===== config.mk =====
export PLATFORM = sky130hd
export DESIGN_NAME = lpm_cell
export DESIGN_NICKNAME = d
export VERILOG_FILES = /design/src/lpm_pkg.sv /design/src/lpm_cell.sv
export SDC_FILE = /design/constraint.sdc
export NUM_CORES = 1
export LEC_CHECK = 0
export BUFFER_PORTS_ARGS = -buffer_cell sky130_fd_sc_hd__buf_2
export CAP_MARGIN = 20
export CORE_MARGIN = 2
export CORE_UTILIZATION = 56
export CTS_CLUSTER_DIAMETER = 120
export DETAILED_ROUTE_END_ITERATION = 8
export GPL_TIMING_DRIVEN = 0
export PLACE_DENSITY = 0.93
export SYNTH_ARGS = -nofsm -noshare
export SYNTH_HDL_FRONTEND = slang
export SYNTH_SLANG_ARGS = --single-unit

===== constraint.sdc =====
create_clock -name clk -period 12.05 [get_ports clk]
set_input_delay 0.6025 -clock clk [delete_from_list [all_inputs] [get_ports clk]]
set_output_delay 0.6025 -clock clk [all_outputs]
set_load 0.02 [all_outputs]

===== src/lpm_pkg.sv =====
// ----------------------------------------------------------------------------
// lpm_pkg: shared types for the longest prefix match lookup unit
// Table depth, transaction payloads, the token that walks the cell chain and
// the prefix mask helper.
// ----------------------------------------------------------------------------
package lpm_pkg;

  localparam int TABLE_DEPTH = 64;
  localparam int CNT_W       = $clog2(TABLE_DEPTH + 1);
  localparam int ADDR_W      = 32;
  localparam int LEN_W       = 6;
  localparam int IFC_W       = 8;
  localparam logic [LEN_W-1:0] MAX_LEN = LEN_W'(ADDR_W);

  typedef enum logic [1:0] {
    OP_CLEAR  = 2'd0,
    OP_APPEND = 2'd1,
    OP_LOOKUP = 2'd2
  } lpm_op_t;

  typedef struct packed {
    logic [1:0]        opcode;
    logic [ADDR_W-1:0] address;
    logic [LEN_W-1:0]  prefix_length;
    logic [IFC_W-1:0]  interface_number;
  } lpm_item_t;

  typedef struct packed {
    logic [IFC_W-1:0] out_interface;
    logic [LEN_W-1:0] out_prefix_length;
    logic             matched;
    logic             no_route;
  } lpm_result_t;

  // Append: address/len/ifc are the route, cnt is the target slot.
  // Lookup: address is the key, len/ifc hold the default (last) route,
  // cnt is the number of live routes when the lookup entered.
  typedef struct packed {
    logic              valid;
    logic              lookup;
    logic [ADDR_W-1:0] address;
    logic [LEN_W-1:0]  len;
    logic [IFC_W-1:0]  ifc;
    logic [CNT_W-1:0]  cnt;
    logic              found;
    logic [LEN_W-1:0]  best_len;
    logic [IFC_W-1:0]  best_ifc;
  } lpm_token_t;

  // Top len bits set; len is at most 32, so len 0 gives zero and 32 all ones.
  function automatic logic [ADDR_W-1:0] prefix_mask(input logic [LEN_W-1:0] len);
    prefix_mask = ~({ADDR_W{1'b1}} >> len);
  endfunction

endpackage


===== src/lpm_cell.sv =====
// ----------------------------------------------------------------------------
// lpm_cell: one route slot of the lookup chain
// Holds one route, captures an append aimed at its slot and folds its own
// match into a passing lookup.
// ----------------------------------------------------------------------------
module lpm_cell (
  input  logic                     clk,
  input  logic                     rst,
  input  logic                     advance,
  input  logic [lpm_pkg::CNT_W-1:0] cell_index,
  input  lpm_pkg::lpm_token_t      tok_in,
  output lpm_pkg::lpm_token_t      tok_out
);
  import lpm_pkg::*;

  logic [ADDR_W-1:0] route_address;
  logic [LEN_W-1:0]  route_length;
  logic [IFC_W-1:0]  route_interface;

  logic       live;
  logic       hit;
  logic       write_en;
  lpm_token_t tok_next;

  assign live     = cell_index < tok_in.cnt;
  assign write_en = tok_in.valid && !tok_in.lookup && (tok_in.cnt == cell_index);
  assign hit      = tok_in.valid && tok_in.lookup && live &&
                    ((tok_in.address & prefix_mask(route_length)) == route_address);

  always_comb begin
    tok_next = tok_in;
    // strictly longer only, so the earliest route keeps a tie
    if (hit && (!tok_in.found || (route_length > tok_in.best_len))) begin
      tok_next.found    = 1'b1;
      tok_next.best_len = route_length;
      tok_next.best_ifc = route_interface;
    end
  end

  always_ff @(posedge clk) begin
    if (advance && write_en) begin
      route_address   <= tok_in.address;
      route_length    <= tok_in.len;
      route_interface <= tok_in.ifc;
    end
  end

  always_ff @(posedge clk) begin
    if (rst) begin
      tok_out.valid <= 1'b0;
    end else if (advance) begin
      tok_out <= tok_next;
    end
  end

endmodule


After elaboration in Yosys (flattened, before gate mapping)
Index checks and enable logic that the tools add are counted.
Storage, ports and cells
  input bits: 80
  word-level logic and storage cells: 32
  flip-flop bits (word level): 116
  output and inout bits: 70
Cells by class
  magnitude comparators: 2
  reductions and logical operators: 11
  multiplexer cells: 1
  shift operators: 1
  bitwise gates (word level): 3
  equality and inequality tests: 2
Operators by type and width (count)
  $and 32x32->32: 1
  $eq 32x32->1: 1
  $not 32->32: 1
  $shr 32x6->32 const A: 1
  $mux 14: 1
  $eq 7x7->1: 1
  $logic_and 1x1->1: 7
  $lt 7x7->1: 1
  $gt 6x6->1: 1
  $logic_not 1->1: 2
  $reduce_and 2->1: 1
  $logic_or 1x1->1: 1
  $not 1->1: 1

Depth between registers and ports, before layout
  word-level depth: 7
  gate-level depth with buffers: 11
  depth with buffers taken out: 9

Least setup slack after synthesis
Ideal clock, no wire load.
  kind: in2reg
  start: in tok_in[21] (netlist bit)
  end: reg route_address[0], enable pin
  library setup time: 0.579 ns
  arrival: 5.847 ns
  data required time: 11.471 ns
  stages on the path: 4
  path slack: 5.623 ns
  path through: inv_1 -> ha_1 -> nand4_1 -> nor4b_1
Between the ends
  longest elaborated chain between the ends: 3
RTL lines
  start: declaration: RTL line lpm_cell.sv:11  | input lpm_pkg::lpm_token_t tok_in,
  $eq 7x7->1: RTL line lpm_cell.sv:26  | assign write_en = tok_in.valid && !tok_in.lookup && (tok_in.cnt == cell_index);
  $logic_and 1x1->1: RTL line lpm_cell.sv:26
  $logic_and 1x1->1: RTL line lpm_cell.sv:41  | if (advance && write_en) begin
  end signal: assignment: RTL line lpm_cell.sv:42  | route_address <= tok_in.address;
  end: declaration: RTL line lpm_cell.sv:16  | logic [ADDR_W-1:0] route_address;
Every way passes these cells.
A chain may end at the register's enable or synchronous reset.

==> results summary <==
The flow ran to the end, and the final reports show no timing, DRC or antenna violations. The number of endpoints with negative hold slack in the final report came to 0. The flip-flop cell with the highest count after synthesis is edfxtp_1.

The diode insertion count for antenna repair came out at 0. The slowest stage of the critical path is the nor4_1 cell. Setup repair after global routing left no endpoint under its margin.

The largest family of logic cells by synthesized area is simple AND/OR/NAND/NOR gates. The filler cell count is 567. The insertion delay to the later sink of the worst-skew pair is 0.51 ns. The total global routing track utilization came out at 25.8%.

The total via count after detailed routing came out at 4029. The first-pass iteration count of the detailed router is 9. Counting distinct cell types in the post-synthesis netlist gives 60. The terminus of the critical flop-to-flop path is tok_out[9]$_DFFE_PP_. The maximum fanout count along the critical path came out at 10. The fraction of registers with async set or reset after synthesis is 0%. The worst-case register-to-register setup slack came out at 8.19 ns. From synthesis to final layout, the design area changed by 31.0%. The floorplan step defined a die boundary enclosing 10000 sq um. The critical path contains buffers and inverters numbering 4 combined. The launching instance or port of the critical path is route_length[3]$_DFFE_PP_. The weighted congestion at the end of routability-driven global placement is 0.962. The pin count of the biggest net entering global routing is 39. The number of primary I/O pins came out at 150. The routed wirelength normalized by instance count is 19.6 um.

The post-layout net count came out at 626. The simple-gate share of the synthesized area is 11.1%. The power consumption came out at 1.10 mW. The worst-case IR drop observed on VDD is 90.5 uV. The worst setup path is launched from a flip-flop. TritonCTS built the clock tree. In the final layout, the share of cells above drive strength 1 is 40.5%. From left edge to right edge, the die measures 100 um. In this run the number of H-tree levels came out at 4.

The power per unit of standard cell area is 162 nW/um^2. The depth of the worst register-to-register path came out at 11. The worst hold path terminates at tok_out[18]$_DFFE_PP_. The compound-gate portion of the synthesized area is 8.95%. In this design, the critical path's most frequently occurring cell is buf_2. Counting instances, the worst hold path has a depth of 1. Setup violations remaining at the end of the flow were counted as 0. The net count after synthesis came out at 452. The pin slew with the least headroom to its limit is 0.954 ns. The count of input and output buffers came out at 149. The flip-flop and latch count after synthesis came out at 116. The clock net sink count came out at 116.

The number of buffers on the longest clock path came out at 2. The data arrival at the endpoint of the critical path is 4.11 ns. The first global-routing pass estimated 19.5 mm of wire.

The number of antenna-violating nets in the routed design is 0. For this run, the number of Yosys warnings is 0. In this run the critical register-to-register path is launched from route_length[3]$_DFFE_PP_. The relative slew slack is 36.3%.

The average size of a mapped cell is 14.4 sq um. The final-report max-slew violation count is 0. The sum of overflow across all layers after global routing came out at 0.

The number of design rule violations left after detail routing came out at 0. The multiplexer area fraction after synthesis is 4.92%. After detailed routing, the number of vias per cell comes to 6.13. The number of antenna violations at the first check in global routing came to 0. Summing every instance area after synthesis gives 5190 sq um. The largest incremental delay on the critical path is 0.54 ns. The number of cell rows is 35. After clock tree synthesis, the clock-pin slew on the worst setup and hold paths is 0.06 ns. Among cell families on the critical path, the largest total delay comes from buffers and inverters. Yosys mapped a number of flops with a built-in enable equal to 115. Across the run, the number of max-cap violations was 0. The initial standard-cell utilization of the core came out at 56.9%. The final worst setup slack is 8.19 ns. The sequential area share after synthesis is 67.0%.

The final critical path time including I/O delays and setup is 3.86 ns. The analysis attributes to cell leakage a power of 2.77 nW. Clock tree synthesis inserted a total of 17 buffers. The post-route clock skew is 0.00863 ns. The area of the core is 9110 sq um.

The hold-fix buffer count after cts is 0. The post-route fraction of the period consumed by the critical path is 32.0%. The number of standard cells after synthesis is 359. The die height is 100 um. The start point of the worst hold path is tok_in[18].

Derived from the worst setup path, the maximum achievable clock frequency is 259 MHz. The total setup buffers inserted after CTS came out at 0. The aggregate routed wire length is 12.9 mm. The detailed router finished its first iteration with 681 violations. The via count of the first global-routing pass is 3932.

The arithmetic-cell share of the synthesized area counting full adders, half adders and majority gates is 3.14%. The post-cts sizing count is 0. The root buffer cell chosen for the clock tree is clkbuf_8. The worst slack on hold paths came out at 0.280 ns. The startpoint-to-endpoint class of the critical path is flip-flop to flip-flop. The worst slack after detailed placement came out at 8.45 ns. Walking the worst path, the cells encountered are buf_2 > buf_2 > clkbuf_1 > nand2_1 > o21ai_0 > mux2i_1 > o2111ai_1 > nor4_1 > nand4_2 > buf_6 > mux2_4.

The worst hold path belongs to the class input port to flip-flop. The final total negative setup slack is 0 ns. The half-perimeter wire length after detailed placement is 8.84 mm. Of the total synthesized cell area, the portion taken by XOR and XNOR cells is 1.35%. The data required time of the critical path came out at 12.31 ns. The worst setup path is captured at a flip-flop.
-- sequential cells by signal, indices dropped and copies added, names as in the netlist --
signal,cells
route_interface,8
route_length,6
route_address,32
tok_out,70
-- metal layers --
layer  share of wire [%]  up-vias  global-route usage [%]
li1                    -     1745                       -
met1                  37     1870                    31.5
met2                  48      328                    41.5
met3                 9.7       86                    6.41
met4                 5.3        0                    15.5
met5                   0        -                       0
-- report_power, final --
group / switching (mW) / internal (mW)
clock network: 0.175 / 0.376
registers: 0.00383 / 0.462
logic: 0.0508 / 0.0313
total: 0.230 / 0.870
-- per-stage QoR --
step	util, %	cell area (sq um)	instances
global placement	66.6	6070	619
global route	74.6	6790	657
CTS	74.6	6790	657
finish	74.6	6790	657
floorplan	-	5190	359
detailed placement	67.4	6140	625
-- synthesized netlist by cell type, types with 2 or more instances --
cell       instances  area [sq um]
or4_1              4          30.0
nor2b_1           18           113
nand4_1           10          62.6
a31oi_1            3          18.8
buf_6              3          33.8
o2111ai_1          4          35.0
nand2_1           17          63.8
a211o_1            4          35.0
mux2i_1            6          60.1
a32oi_1            3          26.3
nor3b_1            3          22.5
edfxtp_1         115          3450
o21ai_0           15          75.1
mux2_2             4          45.0
nor4_1             4          25.0
a2111oi_0          2          17.5
nand3_1           13          65.1
o211ai_1           5          37.5
xor2_1             3          26.3
nand2b_1           3          18.8
mux2_4            10           150
nor2_1             7          26.3
a21o_1             4          30.0
or3_1              3          18.8
and3_1             2          12.5
a21boi_0           2          15.0
a21oi_1            8          40.0
ha_1              13           163
buf_2              7          35.0
inv_1             25          93.8
a211oi_1           3          22.5
xnor2_1            5          43.8
clkbuf_1           4          15.0
-- worst max path at each step --
| stage | end | slack [ns] | cells after the start |
|---|---|---|---|
| floorplan | route_address[0]$_DFFE_PP_ | 5.62 | 4 |
| global placement | route_interface[1]$_DFFE_PP_ | 3.48 | 5 |
| detailed placement | tok_out[6]$_DFFE_PP_ | 8.45 | 11 |
| CTS | tok_out[6]$_DFFE_PP_ | 8.41 | 11 |
| global route | tok_out[9]$_DFFE_PP_ | 8.13 | 11 |
| finish | tok_out[9]$_DFFE_PP_ | 8.19 | 11 |
-- cells by family after synthesis --
logic type	Yosys count
flip-flops	116
AND/OR/NAND/NOR	96
XOR/XNOR	8
buffers and inverters	40
adder cells (fa/ha/maj)	13
AO/OA/AOI/OAI	66
multiplexers	20
-- layout by cell type (no fill, tap or decap), types with 7 or more instances in the layout --
cell,instances
nand2_1,17
edfxtp_1,115
clkbuf_16,16
ha_1,13
mux2_4,10
buf_2,156
inv_1,25
nand3_1,13
a21oi_1,8
o21ai_0,15
nand4_1,10
nor2_1,7
nor2b_1,17
-- area by class of cell --
cell class	instances	area [sq um]	area share, %
clock buffers	18	418	6.15
well taps	111	139	2.04
plain buffers	15	91.3	1.34
flip-flops and latches	116	3470	51.1
clock inverters	14	234	3.44
multi-input cells	203	1540	22.7
repair buffers	155	803	11.8
inverters	25	93.8	1.38
Note: power is estimated with default switching activity, not from simulation.
